--- src/sv/hotplug_motion_sensor_supervisor_assert.svh ---
// Assertion macros for the motion sensor supervisor.
// Used by the top level; needs a clock and an active-low reset in scope.
`ifndef HOTPLUG_MOTION_SENSOR_SUPERVISOR_ASSERT_SVH
`define HOTPLUG_MOTION_SENSOR_SUPERVISOR_ASSERT_SVH

// Same-cycle implication.
`define MSUP_ASSERT_NOW(lbl, clk, rstn, ante, cons) \
    lbl: assert property (@(posedge clk) disable iff (!(rstn)) (ante) |-> (cons)) \
        else $error("msup check failed");

// Next-cycle implication.
`define MSUP_ASSERT_NEXT(lbl, clk, rstn, ante, cons) \
    lbl: assert property (@(posedge clk) disable iff (!(rstn)) (ante) |=> (cons)) \
        else $error("msup check failed");

`endif

--- src/sv/msup_pkg.sv ---
// Types, codes and helpers shared by the motion sensor supervisor modules.
// No dependencies.
package msup_pkg;

    typedef enum logic [1:0] {
        ACC_NONE = 2'd0,
        ACC_INIT = 2'd1,
        ACC_READ = 2'd2
    } access_t;

    typedef enum logic [1:0] {
        REG_RETRY_INTERVAL = 2'd0,
        REG_POLL_PERIOD    = 2'd1,
        REG_HEARTBEAT      = 2'd2,
        REG_FAIL_THRESHOLD = 2'd3
    } cfg_index_t;

    localparam logic [15:0] RETRY_INTERVAL_RST = 16'd2000;
    localparam logic [7:0]  POLL_PERIOD_RST    = 8'd2;
    localparam logic [15:0] HEARTBEAT_RST      = 16'd200;
    localparam logic [3:0]  FAIL_THRESHOLD_RST = 4'd3;

    localparam int IN_DATA_W  = 104;
    localparam int OUT_DATA_W = 136;

    typedef struct packed {
        logic [15:0] retry_interval_ms;
        logic [7:0]  poll_period_ms;
        logic [15:0] heartbeat_period_ms;
        logic [3:0]  fail_threshold;
    } cfg_t;

    typedef struct packed {
        logic [31:0]        now_ms;
        logic               init_ok;
        logic               read_ok;
        logic signed [15:0] delta_x;
        logic signed [15:0] delta_y;
        logic [7:0]         surface_quality;
        logic [15:0]        shutter_value;
        logic [7:0]         motion_flags;
    } item_t;

    typedef struct packed {
        access_t            access_taken;
        logic               link_up;
        logic               report_valid;
        logic signed [15:0] report_dx;
        logic signed [15:0] report_dy;
        logic [7:0]         report_quality;
        logic [15:0]        report_shutter;
        logic [7:0]         report_motion;
        logic signed [31:0] total_x;
        logic signed [31:0] total_y;
    } result_t;

    function automatic logic reached(input logic [31:0] now, input logic [31:0] deadline);
        logic [31:0] diff;
        diff = now - deadline;
        return ~diff[31];
    endfunction

endpackage

--- src/sv/hotplug_motion_sensor_supervisor.sv ---
// Top level of the hot-plug motion sensor supervisor: stream ports, input and
// result registers. Depends on msup_pkg, msup_cfg, msup_core and the assert header.
//
// Each input transaction is one pass of the sensor polling loop and yields exactly
// one result transaction. A pass is evaluated combinationally between the input
// register and the result register, so the block takes one transaction per clock
// unless the result register is full and m_tready is low. Throughput is limited
// only by m_tready. Configuration writes take effect on the next clock and must
// be issued while no transaction is in flight.
`include "hotplug_motion_sensor_supervisor_assert.svh"

module hotplug_motion_sensor_supervisor (
    input  logic         aclk,
    input  logic         aresetn,
    input  logic         s_tvalid,
    output logic         s_tready,
    // now_ms[31:0], init_ok[32], read_ok[33], delta_x[49:34], delta_y[65:50],
    // surface_quality[73:66], shutter_value[89:74], motion_flags[97:90], zero pad
    input  logic [msup_pkg::IN_DATA_W-1:0] s_tdata,
    output logic         m_tvalid,
    input  logic         m_tready,
    // access_taken[1:0], link_up[2], report_valid[3], report_dx[19:4],
    // report_dy[35:20], report_quality[43:36], report_shutter[59:44],
    // report_motion[67:60], total_x[99:68], total_y[131:100], zero pad
    output logic [msup_pkg::OUT_DATA_W-1:0] m_tdata,
    input  logic         cfg_valid,
    output logic         cfg_ready,
    input  logic [1:0]   cfg_index,
    input  logic [15:0]  cfg_data
);

    logic              in_valid_reg;
    msup_pkg::item_t   in_item_reg, in_item_next;
    logic              out_valid_reg;
    msup_pkg::result_t out_result_reg;
    msup_pkg::result_t result;
    msup_pkg::cfg_t    cfg;
    logic              advance;
    logic              in_load;

    assign advance  = in_valid_reg && (!out_valid_reg || m_tready);
    assign s_tready = !in_valid_reg || advance;
    assign in_load  = s_tvalid && s_tready;

    always_comb begin
        in_item_next.now_ms          = s_tdata[31:0];
        in_item_next.init_ok         = s_tdata[32];
        in_item_next.read_ok         = s_tdata[33];
        in_item_next.delta_x         = s_tdata[49:34];
        in_item_next.delta_y         = s_tdata[65:50];
        in_item_next.surface_quality = s_tdata[73:66];
        in_item_next.shutter_value   = s_tdata[89:74];
        in_item_next.motion_flags    = s_tdata[97:90];
    end

    msup_cfg u_cfg (
        .aclk      (aclk),
        .aresetn   (aresetn),
        .cfg_valid (cfg_valid),
        .cfg_ready (cfg_ready),
        .cfg_index (cfg_index),
        .cfg_data  (cfg_data),
        .cfg       (cfg)
    );

    msup_core u_core (
        .aclk    (aclk),
        .aresetn (aresetn),
        .advance (advance),
        .cfg     (cfg),
        .item    (in_item_reg),
        .result  (result)
    );

    always_ff @(posedge aclk) begin
        if (!aresetn) begin
            in_valid_reg <= 1'b0;
        end else if (s_tready) begin
            in_valid_reg <= s_tvalid;
        end
    end

    always_ff @(posedge aclk) begin
        if (in_load) begin
            in_item_reg <= in_item_next;
        end
    end

    always_ff @(posedge aclk) begin
        if (!aresetn) begin
            out_valid_reg <= 1'b0;
        end else if (advance) begin
            out_valid_reg <= 1'b1;
        end else if (m_tready) begin
            out_valid_reg <= 1'b0;
        end
    end

    always_ff @(posedge aclk) begin
        if (advance) begin
            out_result_reg <= result;
        end
    end

    assign m_tvalid = out_valid_reg;
    assign m_tdata  = {4'd0,
                       out_result_reg.total_y,
                       out_result_reg.total_x,
                       out_result_reg.report_motion,
                       out_result_reg.report_shutter,
                       out_result_reg.report_quality,
                       out_result_reg.report_dy,
                       out_result_reg.report_dx,
                       out_result_reg.report_valid,
                       out_result_reg.link_up,
                       out_result_reg.access_taken};

    `MSUP_ASSERT_NOW(a_report_needs_read, aclk, aresetn,
        out_valid_reg && out_result_reg.report_valid,
        out_result_reg.access_taken == msup_pkg::ACC_READ && out_result_reg.link_up)
    `MSUP_ASSERT_NOW(a_init_no_report, aclk, aresetn,
        out_valid_reg && out_result_reg.access_taken == msup_pkg::ACC_INIT,
        !out_result_reg.report_valid)
    `MSUP_ASSERT_NEXT(a_advance_fills_out, aclk, aresetn, advance, out_valid_reg)
    `MSUP_ASSERT_NOW(a_stall_only_when_full, aclk, aresetn,
        !s_tready, in_valid_reg && out_valid_reg && !m_tready)

endmodule

--- src/sv/msup_cfg.sv ---
// Configuration register file of the motion sensor supervisor.
// Depends on msup_pkg.
module msup_cfg (
    input  logic                aclk,
    input  logic                aresetn,
    input  logic                cfg_valid,
    output logic                cfg_ready,
    input  logic [1:0]          cfg_index,
    input  logic [15:0]         cfg_data,
    output msup_pkg::cfg_t      cfg
);

    msup_pkg::cfg_t cfg_reg;
    msup_pkg::cfg_t cfg_next;

    assign cfg_ready = 1'b1;
    assign cfg       = cfg_reg;

    always_comb begin
        cfg_next = cfg_reg;
        if (cfg_valid) begin
            unique case (msup_pkg::cfg_index_t'(cfg_index))
                msup_pkg::REG_RETRY_INTERVAL: cfg_next.retry_interval_ms   = cfg_data;
                msup_pkg::REG_POLL_PERIOD:    cfg_next.poll_period_ms      = cfg_data[7:0];
                msup_pkg::REG_HEARTBEAT:      cfg_next.heartbeat_period_ms = cfg_data;
                msup_pkg::REG_FAIL_THRESHOLD: cfg_next.fail_threshold      = cfg_data[3:0];
                default:                      cfg_next = cfg_reg;
            endcase
        end
    end

    always_ff @(posedge aclk) begin
        if (!aresetn) begin
            cfg_reg.retry_interval_ms   <= msup_pkg::RETRY_INTERVAL_RST;
            cfg_reg.poll_period_ms      <= msup_pkg::POLL_PERIOD_RST;
            cfg_reg.heartbeat_period_ms <= msup_pkg::HEARTBEAT_RST;
            cfg_reg.fail_threshold      <= msup_pkg::FAIL_THRESHOLD_RST;
        end else begin
            cfg_reg <= cfg_next;
        end
    end

endmodule

--- src/sv/msup_core.sv ---
// Link state, deadlines and position accumulators; one pass per advance.
// Depends on msup_pkg.
module msup_core (
    input  logic                aclk,
    input  logic                aresetn,
    input  logic                advance,
    input  msup_pkg::cfg_t      cfg,
    input  msup_pkg::item_t     item,
    output msup_pkg::result_t   result
);

    logic        connected_reg,      connected_next;
    logic [31:0] retry_deadline_reg, retry_deadline_next;
    logic [31:0] poll_deadline_reg,  poll_deadline_next;
    logic [31:0] beat_deadline_reg,  beat_deadline_next;
    logic [3:0]  fail_count_reg,     fail_count_next;
    logic [31:0] position_x_reg,     position_x_next;
    logic [31:0] position_y_reg,     position_y_next;

    logic        retry_hit;
    logic        poll_hit;
    logic        beat_hit;
    logic        moved;
    logic        report;
    logic [3:0]  fail_inc;
    logic [31:0] now_plus_retry;
    msup_pkg::access_t access;

    assign retry_hit      = msup_pkg::reached(item.now_ms, retry_deadline_reg);
    assign poll_hit       = msup_pkg::reached(item.now_ms, poll_deadline_reg);
    assign beat_hit       = msup_pkg::reached(item.now_ms, beat_deadline_reg);
    assign moved          = (item.delta_x != 16'sd0) || (item.delta_y != 16'sd0);
    assign fail_inc       = fail_count_reg + 4'd1;
    assign now_plus_retry = item.now_ms + {16'd0, cfg.retry_interval_ms};

    always_comb begin
        connected_next      = connected_reg;
        retry_deadline_next = retry_deadline_reg;
        poll_deadline_next  = poll_deadline_reg;
        beat_deadline_next  = beat_deadline_reg;
        fail_count_next     = fail_count_reg;
        position_x_next     = position_x_reg;
        position_y_next     = position_y_reg;
        access              = msup_pkg::ACC_NONE;
        report              = 1'b0;
        if (!connected_reg) begin
            if (retry_hit) begin
                access              = msup_pkg::ACC_INIT;
                retry_deadline_next = now_plus_retry;
                if (item.init_ok) begin
                    connected_next  = 1'b1;
                    fail_count_next = 4'd0;
                    position_x_next = 32'd0;
                    position_y_next = 32'd0;
                end
            end
        end else if (poll_hit) begin
            access             = msup_pkg::ACC_READ;
            poll_deadline_next = item.now_ms + {24'd0, cfg.poll_period_ms};
            if (!item.read_ok) begin
                fail_count_next = fail_inc;
                if (fail_inc >= cfg.fail_threshold) begin
                    connected_next      = 1'b0;
                    fail_count_next     = 4'd0;
                    retry_deadline_next = now_plus_retry;
                end
            end else begin
                fail_count_next = 4'd0;
                position_x_next = position_x_reg + {{16{item.delta_x[15]}}, item.delta_x};
                position_y_next = position_y_reg + {{16{item.delta_y[15]}}, item.delta_y};
                if (beat_hit) begin
                    beat_deadline_next = item.now_ms + {16'd0, cfg.heartbeat_period_ms};
                end
                report = moved || beat_hit;
            end
        end
    end

    always_comb begin
        result.access_taken   = access;
        result.link_up        = connected_next;
        result.report_valid   = report;
        result.report_dx      = report ? item.delta_x         : 16'sd0;
        result.report_dy      = report ? item.delta_y         : 16'sd0;
        result.report_quality = report ? item.surface_quality : 8'd0;
        result.report_shutter = report ? item.shutter_value   : 16'd0;
        result.report_motion  = report ? item.motion_flags    : 8'd0;
        result.total_x        = position_x_next;
        result.total_y        = position_y_next;
    end

    always_ff @(posedge aclk) begin
        if (!aresetn) begin
            connected_reg      <= 1'b0;
            retry_deadline_reg <= 32'd0;
            poll_deadline_reg  <= 32'd0;
            beat_deadline_reg  <= 32'd0;
            fail_count_reg     <= 4'd0;
            position_x_reg     <= 32'd0;
            position_y_reg     <= 32'd0;
        end else if (advance) begin
            connected_reg      <= connected_next;
            retry_deadline_reg <= retry_deadline_next;
            poll_deadline_reg  <= poll_deadline_next;
            beat_deadline_reg  <= beat_deadline_next;
            fail_count_reg     <= fail_count_next;
            position_x_reg     <= position_x_next;
            position_y_reg     <= position_y_next;
        end
    end

endmodule

--- config.mk ---
export PLATFORM = sky130hd
export DESIGN_NAME = hotplug_motion_sensor_supervisor
export DESIGN_NICKNAME = d
export VERILOG_FILES = /design/src/sv/msup_pkg.sv /design/src/sv/hotplug_motion_sensor_supervisor.sv /design/src/sv/msup_cfg.sv /design/src/sv/msup_core.sv
export VERILOG_INCLUDE_DIRS = /design/src /design/src/sv
export SDC_FILE = /design/constraint.sdc
export NUM_CORES = 1
export LEC_CHECK = 0
export BUFFER_PORTS_ARGS = -buffer_cell sky130_fd_sc_hd__clkbuf_2
export CAP_MARGIN = 20
export CORE_MARGIN = 3
export CORE_UTILIZATION = 65
export CTS_BUF_LIST = sky130_fd_sc_hd__clkbuf_8
export DETAILED_ROUTE_END_ITERATION = 6
export PLACE_DENSITY_LB_ADDON = 0.15
export SYNTH_ARGS = -nofsm -noshare
export SYNTH_HDL_FRONTEND = slang
export SYNTH_SLANG_ARGS = --single-unit
--- constraint.sdc ---
create_clock -name aclk -period 7.7 [get_ports aclk]
set_input_delay 0.77 -clock aclk [delete_from_list [all_inputs] [get_ports aclk]]
set_output_delay 0.77 -clock aclk [all_outputs]
set_load 0.03 [all_outputs]
# Word level (Yosys, flattened, before mapping)
# Index checks and enable logic that the tools add are counted.
# op_classes
n_eq_ne	7
reduce_logical	21
n_lt_le_gt_ge	1
bitwise	2
addsub	9
muxes	35
# op_table
cell	n
$mux W32	15
$sub A32 B32 Y32	3
$add A32 B16 Y32	2
$add A32 B32 Y32	2
$add A32 B8 Y32	1
$reduce_bool A16 Y1	2
$mux W4	6
$mux W1	12
$reduce_and A5 Y1	2
$reduce_and A2 Y1	4
$ne A2 B2 Y1 const B	3
$add A4 B1 Y4 const B	1
$eq A2 B2 Y1 const B	2
$ge A4 B4 Y1	1
$logic_or A1 B1 Y1	4
$mux W2	2
$reduce_and A4 Y1	1
$reduce_bool A2 Y1	2
$reduce_and A3 Y1	1
$eq A2 B1 Y1 const B	1
$logic_and A1 B1 Y1	2
$logic_not A1 Y1	2
$logic_not A2 Y1	1
$ne A2 B1 Y1 const B	1
$not A1 Y1	2
# totals
in_bits	127
regBits	441
output_inout_bits	139
elab_cells	106

# Logic depth before layout (Yosys ltp)
# Gate-level depths: netlist of run 1.
# depth
word_depth	6
depth_mapped	16
ltp_nobuf	14

# Cells and area by module
# A second synthesis of run 1 with hierarchy kept.
# unflattened
hier_cells	2562
hier_area_um2	25021.5
# by_module_without_submodules
mod	area_each_um2	instances	seq_area_each_um2	cells_each
msup_core	16141.7	1	3303.2	2138
hotplug_motion_sensor_supervisor	7044.3	1	6946.7	244
msup_cfg	1835.5	1	880.8	180

# Worst setup path after synthesis of run 1
# OpenSTA, ideal clock, no wires.
# synth_path
kind	input port to flip-flop
start	input port m_tready
end	register u_core.retry_deadline_reg[17]
slack_ns	2.305
required_ns	7.578
path_stages	11
arrival_time_ns	5.274
path_buffers	4
setup_ns	0.122
path_cell_list	nor2b_1 nand2b_1 inv_1 and2_1 clkbuf_1 and2_1 buf_2 a22o_1 buf_2 buf_2 a21oi_1
# synth_between
elab_chain_cells	3
# synth_lines
element	line_no	text
start, declared	hotplug_motion_sensor_supervisor.sv:21	input logic m_tready,
$logic_or A1 B1 Y1	hotplug_motion_sensor_supervisor.sv:41	assign advance = in_valid_reg && (!out_valid_reg || m_tready);
$logic_and A1 B1 Y1	hotplug_motion_sensor_supervisor.sv:41	
named net advance	hotplug_motion_sensor_supervisor.sv:38	logic advance;
$reduce_and A5 Y1 (no source line)	--	
end signal, assigned	msup_core.sv:103	retry_deadline_reg <= retry_deadline_next;
end, declared	msup_core.sv:13	logic [31:0] retry_deadline_reg, retry_deadline_next;
# The timed path passes the listed nets, and every way through them passes these cells.
# A chain may end at the register's enable or synchronous reset.

# Worst setup path in the final report of run 1
# layout_path
start	register in_item_reg[78] in the netlist's numbering
end	register u_core.beat_deadline_reg[30]
# layout_between
elab_chain_cells	3
elab_cells_between_ends	6
classes_between	3 x add/sub; 2 x bitwise; 1 x reduce/logical
# layout_lines
element	line_no	text
start, declared	hotplug_motion_sensor_supervisor.sv:33	msup_pkg::item_t in_item_reg, in_item_next;
start signal, assigned	hotplug_motion_sensor_supervisor.sv:85	in_item_reg <= in_item_next;
$sub A32 B32 Y32	msup_pkg.sv:59	diff = now - deadline;
$not A1 Y1 (no source line)	--	
$reduce_and A5 Y1 (no source line)	--	
end signal, assigned	msup_core.sv:105	beat_deadline_reg <= beat_deadline_next;
end, declared	msup_core.sv:15	logic [31:0] beat_deadline_reg, beat_deadline_next;
# Parallel ways exist; a longest one is shown, timed or not.

==> impl_metrics.env, run 1 <==
export IMPL_status="completed"
export IMPL_seq_power_share=0.509
export IMPL_num_vias=19300
export IMPL_synth_edf_count=230
export IMPL_hold_viol_final=0
export IMPL_die_area_mm2=0.0393
export IMPL_finalSetupTns_ns=0
export IMPL_syn_inst=2472
export IMPL_grt_busiest_layer="met2"
export IMPL_finalCritPeriodShare=0.706
export IMPL_drc=0
export IMPL_gr_usage_met2=0.509
export IMPL_port_buffers=254
export IMPL_io_pins=266
export IMPL_power_density_mw_per_mm2=194
export IMPL_cts_resized_gates=0
export IMPL_clkSinkCount=441
export IMPL_wl_per_cell_um=18.1
export IMPL_slew_viol_final=0
export IMPL_tightestPinTransition_ns=1.07
export IMPL_cts_buffer_depth=3
export IMPL_row_count=69
export IMPL_cts_root_buffer="clkbuf_8"
export IMPL_final_nets=3023
export IMPL_peakVddDrop_v=0.000147
export IMPL_gp_congestion=0.921
export IMPL_syn_to_final_growth_pct=11.6
export IMPL_clkTransAtPathRegs_ns=0.06
export IMPL_die_x_um=198
export IMPL_hold_buffers=0
export IMPL_final_cell_mix="254 x clkbuf_2, 235 x nand2_1, 230 x edfxtp_1"
export IMPL_leakagePower_nw=11.3
export IMPL_drt_iter0_drc=1238
export IMPL_grt_pass1_vias=19200
export IMPL_relSlewSlack=0.284
export IMPL_grt_usage=0.293
export IMPL_setup_viol=0
export IMPL_dp_hpwl_mm=39.3
export IMPL_clkPwrFrac=0.361
export IMPL_grt_max_degree=101
export IMPL_swShare=0.276
export IMPL_ys_ff_latch=441
export IMPL_via_per_inst=6.02
export IMPL_post_cts_buffers=0
export IMPL_clock_latency_ns=0.62
export IMPL_ys_seq_area_frac=0.464
export IMPL_htreeDepth=3
export IMPL_synth_ff_type="edfxtp_1"
export IMPL_coreArea_mm2=0.0360
export IMPL_ys_warnings_count=0
export IMPL_design_area_mm2=0.0268
export IMPL_n_antenna_cell=0
export IMPL_hold_ws_ns=0.321
export IMPL_met1_usage=0.360
export IMPL_endpoint_kind="flip-flop"
export IMPL_drtPass1Iterations=5
export IMPL_cts_tree="done"
export IMPL_rsz0062_at_grt="no"
export IMPL_maxCapViolCount=0
export IMPL_grt_pass1_wl_mm=93.5
export IMPL_cp_start_kind="flip-flop"
export IMPL_die_h_um=198
export IMPL_grt_overflow_total=0
export IMPL_antenna_found_initial=0
export IMPL_cts_buffers=73
export IMPL_max_freq_mhz=184
export IMPL_grt_met3_usage=0.0522
export IMPL_crit_arrival_ns=5.89
export IMPL_netlist_area_mm2=0.0240
export IMPL_largest_reg_flops=132
export IMPL_required_ns=8.15
export IMPL_ant_nets=0
export IMPL_synth_cell_type_count=74
export IMPL_combPwrFrac=0.130
export IMPL_synthArstFlopShare=0
export IMPL_min_path_type="input pin to flip-flop"
export IMPL_skew_ns=0.0246
export IMPL_switchingPower_mw=1.43
export IMPL_drive_above_1_share=0.140
export IMPL_start_util=0.667
export IMPL_finalWirelength_mm=58.3
export IMPL_final_util=0.744
export IMPL_criticalPathCategory="flip-flop to flip-flop"
export IMPL_crit_fanout=100
export IMPL_period_minus_slack_ns=5.44
export IMPL_intPower_mw=3.76
export IMPL_syn_avg_cell_area_um2=9.71
export IMPL_final_common_cell="clkbuf_2"
export IMPL_place_area_mm2=0.0254
## worst max-delay path, stage by stage (launching register included)
cell and delay (ns):
edfxtp_1 0.55, ha_1 0.37, a21o_1 0.16, a211o_1 0.30
a211oi_1 0.29, o31ai_1 0.16, a211o_1 0.38, mux2_4 0.85
nor3_1 0.16, o21ai_1 0.58, nand2_1 0.72, buf_4 0.46
nor2_1 0.17, a211oi_1 0.08
## cell type report
cell class | count | area, um^2
multi-input combinational | 1786 | 11900
inverter | 125 | 477
clock buffer | 76 | 1050
tap | 461 | 577
clock inverter | 58 | 263
timing repair buffer | 267 | 1390
sequential | 441 | 11100
fill | 2592 | 9210
## Yosys cell counts (all sizes together) (13+ instances only)
cell,n,area share
a211oi,41,0.013
a21o,78,0.024
a21oi,212,0.044
a22o,58,0.021
a22oi,19,0.0059
and2,76,0.020
and3,32,0.0083
buf,39,0.0092
clkbuf,84,0.014
dfxtp,211,0.18
edfxtp,230,0.29
ha,197,0.10
inv,124,0.019
mux2i,20,0.0083
nand2,236,0.037
nand2b,21,0.0055
nand3,60,0.013
nand4,32,0.0083
nor2,211,0.033
nor2b,22,0.0057
nor3,18,0.0038
nor4,13,0.0034
o21ai,128,0.027
or3,13,0.0034
xnor2,91,0.033
xor2,54,0.020
## power groups by stage
stage / clock network, mW / registers, mW / logic, mW
6_report: 1.87 / 2.64 / 0.674
2_1_floorplan: 0 / 2.72 / 0.445
3_3_place_gp: 0 / 2.69 / 0.639
4_1_cts: 1.91 / 2.64 / 0.669
5_1_grt: 2.02 / 2.65 / 0.748
3_5_place_dp: 0 / 2.69 / 0.664
## cell families (layout without fill, tap and decap cells)
kind of cell | after synthesis | in the layout | synth area share
multiplexers | 24 | 24 | 0.0104
adder cells (fa/ha/maj) | 202 | 202 | 0.107
other | 2 | 5 | 0.000313
AO/OA/AOI/OAI | 646 | 646 | 0.173
XOR/XNOR | 145 | 145 | 0.0529
flip-flops | 441 | 441 | 0.464
buffers and inverters | 248 | 526 | 0.0423
AND/OR/NAND/NOR | 764 | 764 | 0.151
## through the flow
step	setup slack [ns]	total power [mW]	std cells
finish	2.26	5.19	3214
global route	1.78	5.42	3214
CTS	2.26	5.22	3212
detailed placement	2.26	3.35	3078
global placement	2.42	3.32	3078
floorplan	2.30	3.16	2475
## worst paths after layout
kind	start	depth (start not counted)	to	slack, ns
setup / recovery	in_item_reg[78]	13	u_core.beat_deadline_reg[30]	2.26
hold / removal	s_tdata[38]	1	in_item_reg[52]	0.32
setup reg to reg	in_item_reg[78]	13	u_core.beat_deadline_reg[30]	2.26
hold reg to reg	u_cfg.cfg[26]	2	u_cfg.cfg[26]	0.46
## per-layer routing
metal	wire length, um	vias up
li1	-	9311
met1	23700	9168
met2	28400	703
met3	4090	161
met4	2030	0
met5	0	-
No activity file was read; power rests on OpenSTA's default activity.
==> run 2, diff against run 1 <==
Settings changed: ABC_AREA set to 1, CORE_UTILIZATION 65 to 56.
Clock period 7.7 ns to 5 ns, I/O delays scaled along.
==> impl_metrics.env, run 2 <==
export IMPL_status="completed"
export IMPL_crit_arrival_ns=4.43
export IMPL_finalSetupTns_ns=0
export IMPL_via_per_inst=5.20
export IMPL_slew_viol_final=0
export IMPL_criticalPathCategory="flip-flop to flip-flop"
export IMPL_dp_slack_ns=1.20
export IMPL_synthTopCellsByArea="edfxtp_1 24%, nand2_1 16%, dfxtp_1 15%"
export IMPL_grt_overflow_total=0
export IMPL_finalCritPeriodShare=0.773
export IMPL_period_minus_slack_ns=3.87
export IMPL_drt_iter0_drc=1987
export IMPL_largest_reg_flops=132
export IMPL_synth_cell_type_count=48
export IMPL_port_buffers=254
export IMPL_ant_nets=0
export IMPL_crit_fanout=64
export IMPL_r2r_end="u_core.beat_deadline_reg[3]"
export IMPL_rsz0062_at_grt="no"
export IMPL_reg2reg_slack_ns=1.13
export IMPL_grt_pass1_vias=24600
export IMPL_num_vias=26600
export IMPL_drtPass1Iterations=6
export IMPL_skew_ns=0.0317
export IMPL_clock_latency_ns=0.70
export IMPL_tightestPinTransition_ns=1.07
export IMPL_power_density_mw_per_mm2=294
export IMPL_min_to="u_cfg.cfg[38]"
export IMPL_wl_per_cell_um=15.3
export IMPL_clkTransAtPathRegs_ns=0.06
export IMPL_drc=0
export IMPL_synth_common_cells="1201 x nand2_1, 624 x inv_1, 461 x nor2_1"
export IMPL_die_h_um=232
export IMPL_die_x_um=232
export IMPL_endpoint_kind="flip-flop"
export IMPL_syn_inst=4048
export IMPL_cts_root_buffer="clkbuf_8"
export IMPL_min_from="cfg_data[10]"
export IMPL_setup_slack_ns=1.13
export IMPL_syn_to_final_growth_pct=14.8
export IMPL_die_area_mm2=0.0537
export IMPL_dp_hpwl_mm=55.2
export IMPL_leakagePower_nw=16.6
export IMPL_rr_startpoint="in_item_reg[72]"
export IMPL_coreArea_mm2=0.0503
export IMPL_grt_max_degree=117
export IMPL_start_util=0.567
export IMPL_cts_buffers=77
export IMPL_htreeDepth=3
export IMPL_antenna_found_initial=2
export IMPL_synth_most_common_cell="nand2_1"
export IMPL_synth_largest_area_cell="edfxtp_1"
export IMPL_cts_buffer_depth=3
export IMPL_grt_pass1_wl_mm=124
export IMPL_synth_edf_count=230
export IMPL_row_count=82
export IMPL_maxCapViolCount=0
export IMPL_final_common_cell="nand2_1"
export IMPL_min_path_type="input pin to flip-flop"
export IMPL_holdPathStages=3
export IMPL_synth_ff_type="edfxtp_1"
export IMPL_rr_worst_depth=14
export IMPL_synth_top_area_share=0.242
export IMPL_netlist_area_mm2=0.0285
export IMPL_peakVddDrop_v=0.000262
export IMPL_io_pins=266
export IMPL_gp_congestion=0.965
export IMPL_grt_usage=0.288
export IMPL_cts_tree="done"
export IMPL_setup_viol=0
export IMPL_max_freq_mhz=259
export IMPL_required_ns=5.56
export IMPL_syn_avg_cell_area_um2=7.05
export IMPL_cts_resized_gates=0
export IMPL_final_nets=4704
export IMPL_hold_viol_final=0
export IMPL_finalWirelength_mm=78.3
export IMPL_relSlewSlack=0.285
export IMPL_final_cell_mix="1200 x nand2_1, 647 x inv_1, 460 x nor2_1"
export IMPL_ys_seq_area_frac=0.390
export IMPL_ys_ff_latch=441
export IMPL_clkSinkCount=441
export IMPL_cp_start_kind="flip-flop"
export IMPL_drive_above_1_share=0.0951
export IMPL_synthArstFlopShare=0
export IMPL_ys_warnings_count=0
## run 2: changes by cell type after synthesis, sizes merged, moves of 41 or more
cell and change:
a22o -58, inv +511, nand2 +973, nand3 +255
nor2 +255, a21oi +46, a211oi -41, xnor2 -67
a21o -65, and2 -75
## run 2: critical path, stage by stage (launching register included)
cell and delay [ns]:
edfxtp_1 0.58, ha_1 0.39, a21o_1 0.18, nor2_1 0.10, nand2_1 0.17, nand2_1 0.10
nand2_1 0.10, nand2_1 0.26, nand2_2 0.11, nand2_2 0.12, nand3_4 0.39, nor2_8 0.87
nand3_1 0.18, nand2_1 0.11, nor2_1 0.04
## run 2: worst max path at each step
stage	startpoint	endpoint
2_1_floorplan	m_tready	m_tdata[0]
3_3_place_gp	in_item_reg[72]	u_core.beat_deadline_reg[7]
3_5_place_dp	in_item_reg[72]	u_core.beat_deadline_reg[11]
4_1_cts	in_item_reg[72]	u_core.beat_deadline_reg[3]
5_1_grt	in_item_reg[72]	u_core.beat_deadline_reg[15]
6_report	in_item_reg[72]	u_core.beat_deadline_reg[3]
## run 2: cell type report
cell class,instances,area (um^2)
inverter,639,2410
multi-input combinational,2845,14400
sequential,441,11100
clock inverter,54,323
fill,4553,17500
timing repair buffer,371,2410
antenna,2,5.00
clock buffer,89,1220
tap,672,841
## run 2: layer usage
| metal | global-route usage | vias to the layer above | part of all wire |
|---|---|---|---|
| met5 | 0 | - | 0 |
| met4 | 0.0924 | 0 | 0.030 |
| met3 | 0.0448 | 160 | 0.066 |
| met2 | 0.474 | 865 | 0.45 |
| met1 | 0.391 | 12000 | 0.45 |
| li1 | - | 13600 | - |
## run 2: cells by family after synthesis
group | share of synthesized area
and+or+nand+nor | 0.300
buffers and inverters | 0.105
AOI/OAI and AO/OA | 0.0835
DFF | 0.390
adders and majority gates | 0.0899
xor gates and xnor gates | 0.0304
other | 0.000263
## run 2: timing repair
action,4_1_cts,5_1_grt
buffers inserted,0,0
hold buffers,95,0
endpoints found under the setup margin,0,0
hold endpoints to repair,95,0
## run 2: per-stage QoR
stage	std cells	util	hold slack, ns	area (um^2)	power [mW]
final	5113	0.651	0.0483	32800	9.62
after global routing	5113	0.651	0.00146	32800	10.1
after floorplan	4051	-	0.433	28500	5.73
after detailed placement	4871	0.601	0.454	30200	6.25
after global placement	4871	0.601	0.448	30200	6.22
after CTS	5109	0.651	0.000834	32700	9.66
## run 2: power by group
part / total [mW] / internal, mW / leakage [nW] / switching, mW
clock: 3.35 / 1.75 / 0.892 / 1.60
sequential: 4.18 / 4.04 / 3.93 / 0.146
combinational: 2.09 / 0.693 / 11.8 / 1.39
total: 9.62 / 6.48 / 16.6 / 3.13
